[src/design/siq_pkg.sv]
`timescale 1ns / 1ps
// ----------------------------------------------------------------------------
// siq_pkg: shared types and constants for the sorted insert queue
// Field widths, operation and status codes, and the sequencer states.
// ----------------------------------------------------------------------------
package siq_pkg;

  localparam int KEY_W        = 11;
  localparam int PAY_W        = 16;
  localparam int ST_W         = 2;
  localparam int LEN_W        = 5;
  localparam int ENTRY_W      = KEY_W + PAY_W;
  localparam int CAPACITY_DEF = 16;

  typedef enum logic [1:0] {
    OP_PUSH_HEAD = 2'd0,
    OP_PUSH_TAIL = 2'd1,
    OP_INSERT    = 2'd2,
    OP_POP       = 2'd3
  } op_t;

  typedef enum logic [ST_W-1:0] {
    ST_OK    = 2'd0,
    ST_EMPTY = 2'd1,
    ST_FULL  = 2'd2
  } status_t;

  typedef enum logic [3:0] {
    S_IDLE,
    S_DISPATCH,
    S_SEARCH_RD,
    S_SEARCH_CMP,
    S_UP_RD,
    S_UP_WR,
    S_WRITE,
    S_POP_RD,
    S_POP_CAP,
    S_DN_RD,
    S_DN_WR,
    S_FINISH
  } state_t;

endpackage

[src/design/sorted_insert_queue.sv]
`timescale 1ns / 1ps
// ----------------------------------------------------------------------------
// sorted_insert_queue: bounded ordered queue with stable ordered insert
// Entries live in a single-port-write, registered-read memory with the head
// in slot 0. A small sequencer scans and shifts the entries one slot at a time,
// sharing one key comparator and one index step unit.
// ----------------------------------------------------------------------------
//  channel | direction | tuser          | tdata (lowest bit up)
//  in_     | slave     | [1:0] op       | [10:0] key, [26:11] payload
//  out_    | master    | [1:0] status   | [10:0] key, [26:11] payload,
//          |           |                | [31:27] length
//
//  A pop, a head push and an ordered insert handle the entries one slot at
//  a time: each slot touched gets a memory read and then a write or a
//  compare. A full push, an empty pop and a tail push do not scan or shift.
//  in_tready is high only while the sequencer is idle; a finished result
//  waits in the output register while the next item is taken.
//  Reset (rst_n low, synchronous) empties the queue; memory is not cleared.
// ----------------------------------------------------------------------------
module sorted_insert_queue #(
  parameter int CAPACITY = siq_pkg::CAPACITY_DEF
) (
  input  logic        clk,
  input  logic        rst_n,
  input  logic        in_tvalid,
  output logic        in_tready,
  input  logic [31:0] in_tdata,   // [10:0] entry_key, [26:11] entry_payload
  input  logic [1:0]  in_tuser,   // [1:0] op
  output logic        out_tvalid,
  input  logic        out_tready,
  output logic [31:0] out_tdata,  // [10:0] out_key, [26:11] out_payload,
                                  // [31:27] length
  output logic [1:0]  out_tuser   // [1:0] status
);

  localparam int CNT_W = $clog2(CAPACITY + 1);
  localparam int IDX_W = $clog2(CAPACITY);
  localparam int KW    = siq_pkg::KEY_W;
  localparam int PW    = siq_pkg::PAY_W;
  localparam int EW    = siq_pkg::ENTRY_W;
  localparam logic [CNT_W-1:0] CAP_CNT = CNT_W'(CAPACITY);

  // Entry store: {key, payload}
  logic [EW-1:0] mem [CAPACITY];
  logic [EW-1:0] rd_data_r;
  logic [IDX_W-1:0] rd_addr, wr_addr;
  logic [EW-1:0] wr_data;
  logic wr_en;

  siq_pkg::state_t state_r, state_nxt;
  siq_pkg::op_t    op_r, op_nxt;
  siq_pkg::status_t st_r, st_nxt;
  logic [KW-1:0]    key_r, key_nxt;
  logic [PW-1:0]    pay_r, pay_nxt;
  logic [CNT_W-1:0] count_r, count_nxt;
  logic [CNT_W-1:0] idx_r, idx_nxt;
  logic [CNT_W-1:0] pos_r, pos_nxt;
  logic [EW-1:0]    pop_r, pop_nxt;
  logic             out_valid_r, out_valid_nxt;
  logic [31:0]      out_data_r, out_data_nxt;
  logic [1:0]       out_user_r, out_user_nxt;

  logic             in_xfer;
  logic             out_free;
  logic             key_gt;
  logic [CNT_W-1:0] idx_inc, idx_dec;
  logic [31:0]      len_ext;

  assign in_xfer  = in_tvalid && in_tready;
  assign out_free = !out_valid_r || out_tready;

  // Shared compare and index step unit
  assign key_gt  = rd_data_r[PW +: KW] > key_r;
  assign idx_inc = idx_r + CNT_W'(1);
  assign idx_dec = idx_r - CNT_W'(1);
  assign len_ext = 32'(count_r);

  // Next state
  always_comb begin
    state_nxt = state_r;
    unique case (state_r)
      siq_pkg::S_IDLE: begin
        if (in_xfer) state_nxt = siq_pkg::S_DISPATCH;
      end
      siq_pkg::S_DISPATCH: begin
        if (op_r == siq_pkg::OP_POP) begin
          state_nxt = (count_r == '0) ? siq_pkg::S_FINISH : siq_pkg::S_POP_RD;
        end else if (count_r == CAP_CNT) begin
          state_nxt = siq_pkg::S_FINISH;
        end else if (op_r == siq_pkg::OP_PUSH_TAIL || count_r == '0) begin
          state_nxt = siq_pkg::S_WRITE;
        end else if (op_r == siq_pkg::OP_PUSH_HEAD) begin
          state_nxt = siq_pkg::S_UP_RD;
        end else begin
          state_nxt = siq_pkg::S_SEARCH_RD;
        end
      end
      siq_pkg::S_SEARCH_RD: state_nxt = siq_pkg::S_SEARCH_CMP;
      siq_pkg::S_SEARCH_CMP: begin
        if (key_gt) begin
          state_nxt = siq_pkg::S_UP_RD;
        end else if (idx_inc == count_r) begin
          state_nxt = siq_pkg::S_WRITE;
        end else begin
          state_nxt = siq_pkg::S_SEARCH_RD;
        end
      end
      siq_pkg::S_UP_RD: state_nxt = siq_pkg::S_UP_WR;
      siq_pkg::S_UP_WR: begin
        state_nxt = (idx_dec == pos_r) ? siq_pkg::S_WRITE : siq_pkg::S_UP_RD;
      end
      siq_pkg::S_WRITE:  state_nxt = siq_pkg::S_FINISH;
      siq_pkg::S_POP_RD: state_nxt = siq_pkg::S_POP_CAP;
      siq_pkg::S_POP_CAP: begin
        state_nxt = (count_r == CNT_W'(1)) ? siq_pkg::S_FINISH : siq_pkg::S_DN_RD;
      end
      siq_pkg::S_DN_RD: state_nxt = siq_pkg::S_DN_WR;
      siq_pkg::S_DN_WR: begin
        state_nxt = (idx_inc == count_r) ? siq_pkg::S_FINISH : siq_pkg::S_DN_RD;
      end
      siq_pkg::S_FINISH: begin
        if (out_free) state_nxt = siq_pkg::S_IDLE;
      end
      default: state_nxt = siq_pkg::S_IDLE;
    endcase
  end

  // Memory control outputs
  always_comb begin
    rd_addr = '0;
    wr_addr = pos_r[IDX_W-1:0];
    wr_data = {key_r, pay_r};
    wr_en   = 1'b0;
    unique case (state_r)
      siq_pkg::S_SEARCH_RD: rd_addr = idx_r[IDX_W-1:0];
      siq_pkg::S_UP_RD:     rd_addr = idx_dec[IDX_W-1:0];
      siq_pkg::S_DN_RD:     rd_addr = idx_r[IDX_W-1:0];
      siq_pkg::S_UP_WR: begin
        wr_en   = 1'b1;
        wr_addr = idx_r[IDX_W-1:0];
        wr_data = rd_data_r;
      end
      siq_pkg::S_DN_WR: begin
        wr_en   = 1'b1;
        wr_addr = idx_dec[IDX_W-1:0];
        wr_data = rd_data_r;
      end
      siq_pkg::S_WRITE: wr_en = 1'b1;
      default: ;
    endcase
  end

  // Datapath next values
  always_comb begin
    op_nxt        = op_r;
    key_nxt       = key_r;
    pay_nxt       = pay_r;
    st_nxt        = st_r;
    count_nxt     = count_r;
    idx_nxt       = idx_r;
    pos_nxt       = pos_r;
    pop_nxt       = pop_r;
    out_valid_nxt = out_valid_r && !out_tready;
    out_data_nxt  = out_data_r;
    out_user_nxt  = out_user_r;
    case (state_r)
      siq_pkg::S_IDLE: begin
        // capture the item
        if (in_xfer) begin
          op_nxt  = siq_pkg::op_t'(in_tuser);
          key_nxt = in_tdata[KW-1:0];
          pay_nxt = in_tdata[KW +: PW];
        end
      end
      siq_pkg::S_DISPATCH: begin
        pop_nxt = '0;
        idx_nxt = '0;
        st_nxt  = siq_pkg::ST_OK;
        if (op_r == siq_pkg::OP_POP) begin
          if (count_r == '0) st_nxt = siq_pkg::ST_EMPTY;
        end else if (count_r == CAP_CNT) begin
          st_nxt = siq_pkg::ST_FULL;
        end else if (op_r == siq_pkg::OP_PUSH_TAIL) begin
          pos_nxt = count_r;
        end else begin
          // head push opens the gap at slot 0; insert starts its scan there
          pos_nxt = '0;
          if (op_r == siq_pkg::OP_PUSH_HEAD) idx_nxt = count_r;
        end
      end
      siq_pkg::S_SEARCH_CMP: begin
        // stop at the first key strictly greater
        if (key_gt) begin
          pos_nxt = idx_r;
          idx_nxt = count_r;
        end else begin
          idx_nxt = idx_inc;
          pos_nxt = idx_inc;
        end
      end
      siq_pkg::S_UP_WR:  idx_nxt = idx_dec;
      siq_pkg::S_WRITE:  count_nxt = count_r + CNT_W'(1);
      siq_pkg::S_POP_CAP: begin
        pop_nxt = rd_data_r;
        idx_nxt = CNT_W'(1);
        if (count_r == CNT_W'(1)) count_nxt = '0;
      end
      siq_pkg::S_DN_WR: begin
        idx_nxt = idx_inc;
        if (idx_inc == count_r) count_nxt = count_r - CNT_W'(1);
      end
      siq_pkg::S_FINISH: begin
        // load the result register once it is free
        if (out_free) begin
          out_valid_nxt = 1'b1;
          out_data_nxt  = {len_ext[siq_pkg::LEN_W-1:0], pop_r[PW-1:0], pop_r[PW +: KW]};
          out_user_nxt  = st_r;
        end
      end
      default: ;
    endcase
  end

  // Entry store with registered read
  always_ff @(posedge clk) begin
    if (wr_en) mem[wr_addr] <= wr_data;
    rd_data_r <= mem[rd_addr];
  end

  // Control registers
  always_ff @(posedge clk) begin
    if (!rst_n) begin
      state_r     <= siq_pkg::S_IDLE;
      count_r     <= '0;
      out_valid_r <= 1'b0;
    end else begin
      state_r     <= state_nxt;
      count_r     <= count_nxt;
      out_valid_r <= out_valid_nxt;
    end
  end

  // Payload registers
  always_ff @(posedge clk) begin
    op_r       <= op_nxt;
    key_r      <= key_nxt;
    pay_r      <= pay_nxt;
    st_r       <= st_nxt;
    idx_r      <= idx_nxt;
    pos_r      <= pos_nxt;
    pop_r      <= pop_nxt;
    out_data_r <= out_data_nxt;
    out_user_r <= out_user_nxt;
  end

  assign in_tready  = (state_r == siq_pkg::S_IDLE);
  assign out_tvalid = out_valid_r;
  assign out_tdata  = out_data_r;
  assign out_tuser  = out_user_r;

endmodule

[config.mk]
export PLATFORM = sky130hd
export DESIGN_NAME = sorted_insert_queue
export DESIGN_NICKNAME = d
export VERILOG_FILES = /design/src/design/siq_pkg.sv /design/src/design/sorted_insert_queue.sv
export SDC_FILE = /design/constraint.sdc
export NUM_CORES = 1
export LEC_CHECK = 0
export CAP_MARGIN = 40
export CELL_PAD_IN_SITES_DETAIL_PLACEMENT = 1
export CELL_PAD_IN_SITES_GLOBAL_PLACEMENT = 1
export CORE_UTILIZATION = 45
export DETAILED_ROUTE_END_ITERATION = 10
export DONT_BUFFER_PORTS = 1
export PLACE_DENSITY = 0.76
export SETUP_SLACK_MARGIN = 0.05
export SYNTH_ARGS = -nofsm -noshare
export SYNTH_HDL_FRONTEND = slang
export SYNTH_SLANG_ARGS = --single-unit
[constraint.sdc]
create_clock -name clk -period 8.5 [get_ports clk]
set_clock_uncertainty 0.15 [all_clocks]
set_input_delay 1.7 -clock clk [delete_from_list [all_inputs] [get_ports clk]]
set_output_delay 1.7 -clock clk [all_outputs]
set_load 0.01 [all_outputs]
==> out/qor.json <==
{
  "result_of_the_run": "completed",
  "max_slew_margin_pct": 35.1,
  "cts.sinks": 571,
  "portbufs": 0,
  "end_kind": "flip-flop",
  "syn_area_um2": 23700,
  "p_int_mw": 5.88,
  "worst-setup-path-type": "reg -> reg",
  "synthDistinctLibCells": 80,
  "area.sequential_um2": 16800,
  "route.final.wire_length_mm": 65.4,
  "critical_path.top_delay_family": "buffers and inverters",
  "synth_cells": 1675,
  "overall_fraction_of_global_route_tracks_in_use_pct": 24.4,
  "drt_pass1_iterations": 5,
  "antenna_found_initial": 0,
  "min_period_ns": 4.50,
  "postSynth.asyncResetShare_pct": 0,
  "max-clock-path-buffers": 3,
  "crit_path_cell_trace": "inv_1 > ha_1 > nor3b_1 > o21ai_2 > buf_4 > and2_4 > buf_4 > buf_16 > a32oi_1 > a32oi_1 > o311ai_1",
  "layout.cells.most_common": "sky130_fd_sc_hd__edfxtp_1",
  "ff2ff_setup_slack_ns": 4.00,
  "start_util_pct": 45.9,
  "grt_max_degree": 82,
  "layout_common_cells": "534 x sky130_fd_sc_hd__edfxtp_1, 159 x sky130_fd_sc_hd__nand2_1, 105 x sky130_fd_sc_hd__o21ai_0",
  "critical_path_required_ns": 8.82,
  "cts_tree": "done",
  "post_dp_cell_area_um2": 24600,
  "die_area_um2": 53700,
  "max_freq_ghz": 0.222,
  "number_of_flops_mapped_to_enable_cells_by_yosys": 534,
  "grt_pass1_wl_mm": 98.0,
  "yosysWarnings": 0,
  "critical_path.max_stage_delay_ns": 0.68,
  "setup.worst_path.start_class": "flip-flop",
  "crit_buf_inv": 4,
  "p_leak_nw": 8.82,
  "area_delta_synth_final_pct": 11.8,
  "leftover_overflow_at_the_end_of_global_routing": 0,
  "timing.critical_path.slowest_stage_cell": "sky130_fd_sc_hd__edfxtp_1",
  "report.final.slew_viol_count": 0,
  "multi_input_logic_area_um2": 6190,
  "timing.max_cap.violations": 0,
  "synth-seq-cells": 571,
  "drt_drc_violations_left": 0,
  "comb_power_share_pct": 27.1,
  "cp_max_fo": 58,
  "post_route_cells_drive_above_1_share_pct": 12.2,
  "final.hold.worst_slack_ns": 0.268,
  "postCtsSetupBuffers": 0,
  "worstMarginPinSlew_ns": 0.974,
  "final_net_count": 1695,
  "clkLatencyLatePin_ns": 0.63,
  "die_w_um": 232,
  "cts-buffers-inserted": 55,
  "final.setup.tns_ns": 0,
  "vias_per_cell": 6.30,
  "syn_avg_cell_area_um2": 14.2,
  "layout.cell_area.non_filler_um2": 26500,
  "grt_setup_unrepaired": "no",
  "hold_buffers": 0,
  "synth_nets": 1730,
  "total_power_draw_mw": 8.76,
  "power_frac_clock_pct": 29.3,
  "drt.antenna.violating_nets": 0,
  "clk_root_buffer_cell": "sky130_fd_sc_hd__clkbuf_16",
  "detail_route.wl_per_cell_um": 27.7,
  "power-per-cell-area_nw_per_um2": 330,
  "rows": 83,
  "net-switching-power_mw": 2.88,
  "clk_transition_reported_paths_ns": 0.06,
  "post-route-period-util_pct": 53.0,
  "clock_tree.htree_level_count": 2,
  "boundaryPins": 74,
  "ys_dominant_reg_cell": "sky130_fd_sc_hd__edfxtp_1",
  "dp_wirelength_mm": 37.5,
  "detailedRoute.firstIterationViolations": 1699,
  "fillCellCount": 4947,
  "ys_seq_area_share_pct": 70.7,
  "die_y_um": 232,
  "setup_violations": 0,
  "first_global_vias": 15800,
  "worstHoldPathType": "reg -> reg",
  "place.gp.congestion": 0.821,
  "number_of_hold_violations_in_the_final_report": 0,
  "detailroute.via_count": 14900,
  "sequentialPowerShare_pct": 43.6,
  "critical_path_arrival_ns": 4.82,
  "switching_portion_of_total_power_pct": 32.8,
  "num_antenna_cells": 0,
  "post_cts_resize_count": 0,
  "vdd_drop_max_uv": 184,
  "core-area_um2": 51700
}
final timing paths:
path / to / from / cells past startpoint
min: out_tdata[9] / pop_r[25] / 0
max: rd_data_r[6] / idx_r[0] / 11
min reg2reg: out_tdata[9] / pop_r[25] / 0
max reg2reg: rd_data_r[6] / idx_r[0] / 11
power groups by stage:
stage                     clock network, mW  registers (mW)  logic, mW
final                                  2.57            3.82       2.38
after global routing                   2.68            3.84       2.54
after CTS                              2.60            3.81       2.35
after detailed placement                  0            3.86       2.31
after global placement                    0            3.85       2.13
after floorplan                           0            3.72       1.69
synth_stat cells, drive strengths merged (7+ instances only):
library cell / count / share of area, %
and3: 58 / 1.5
ha: 17 / 0.90
a211oi: 29 / 0.92
a32oi: 81 / 3.0
nand2: 163 / 2.6
and2: 32 / 0.85
a31oi: 7 / 0.18
dfxtp: 37 / 3.1
clkbuf: 54 / 0.98
nor2: 36 / 0.66
edfxtp: 534 / 68
a21oi: 44 / 0.94
inv: 51 / 0.81
a311o: 27 / 1.2
nand3: 94 / 2.0
o211ai: 7 / 0.22
o21ai: 107 / 2.3
nor3: 7 / 0.17
mux2: 27 / 1.3
xnor2: 8 / 0.33
xor2: 10 / 0.37
a21o: 29 / 0.92
o221ai: 29 / 1.1
buf: 79 / 2.1
o311ai: 27 / 1.0
cells by family after synthesis:
group | after synthesis | synth area share, %
muxes | 32 | 1.54
AOI/OAI and AO/OA | 417 | 12.9
buffers and inverters | 185 | 3.93
adders and majority gates | 17 | 0.896
xor gates and xnor gates | 20 | 0.886
and+or+nand+nor | 433 | 9.21
DFF | 571 | 70.7
layout make-up:
class | count | area share (%)
Sequential cell | 571 | 63.2
Timing Repair Buffer | 42 | 2.38
Multi-Input combinational cell | 919 | 23.3
Clock buffer | 78 | 5.82
Clock inverter | 24 | 1.29
Inverter | 51 | 0.722
Tap cell | 680 | 3.21
routing by layer:
layer	global-route usage (%)	routed length, µm	vias to the layer above	part of all wire, %
met5	0	0	-	0
met4	7.69	1780	0	2.7
met3	3.76	4360	124	6.7
met2	42.8	33400	603	51
met1	31.0	25900	7701	40
li1	-	-	6478	-
sequential cells by signal, indices dropped and copies added, names as in the netlist:
| signal | cells |
|---|---|
| pos_r | 5 |
| pop_r | 27 |
| op_r | 2 |
| mem | 432 |
| rd_data_r | 27 |
| state_r | 4 |
| pay_r | 16 |
| out_tvalid | 1 |
| key_r | 11 |
| idx_r | 5 |
| count_r | 5 |
| st_r | 2 |
| out_tuser | 2 |
| out_tdata | 32 |
metrics by stage:
stage                     utilization [%]  worst slack, ns  cells
after floorplan                         -             5.05   1675
after global placement               46.7             4.00   2241
after detailed placement             47.5             4.17   2260
after CTS                            51.2             4.07   2362
after global routing                 51.3             3.87   2365
final                                51.3             4.00   2365
(Power assumes the default switching activity.)
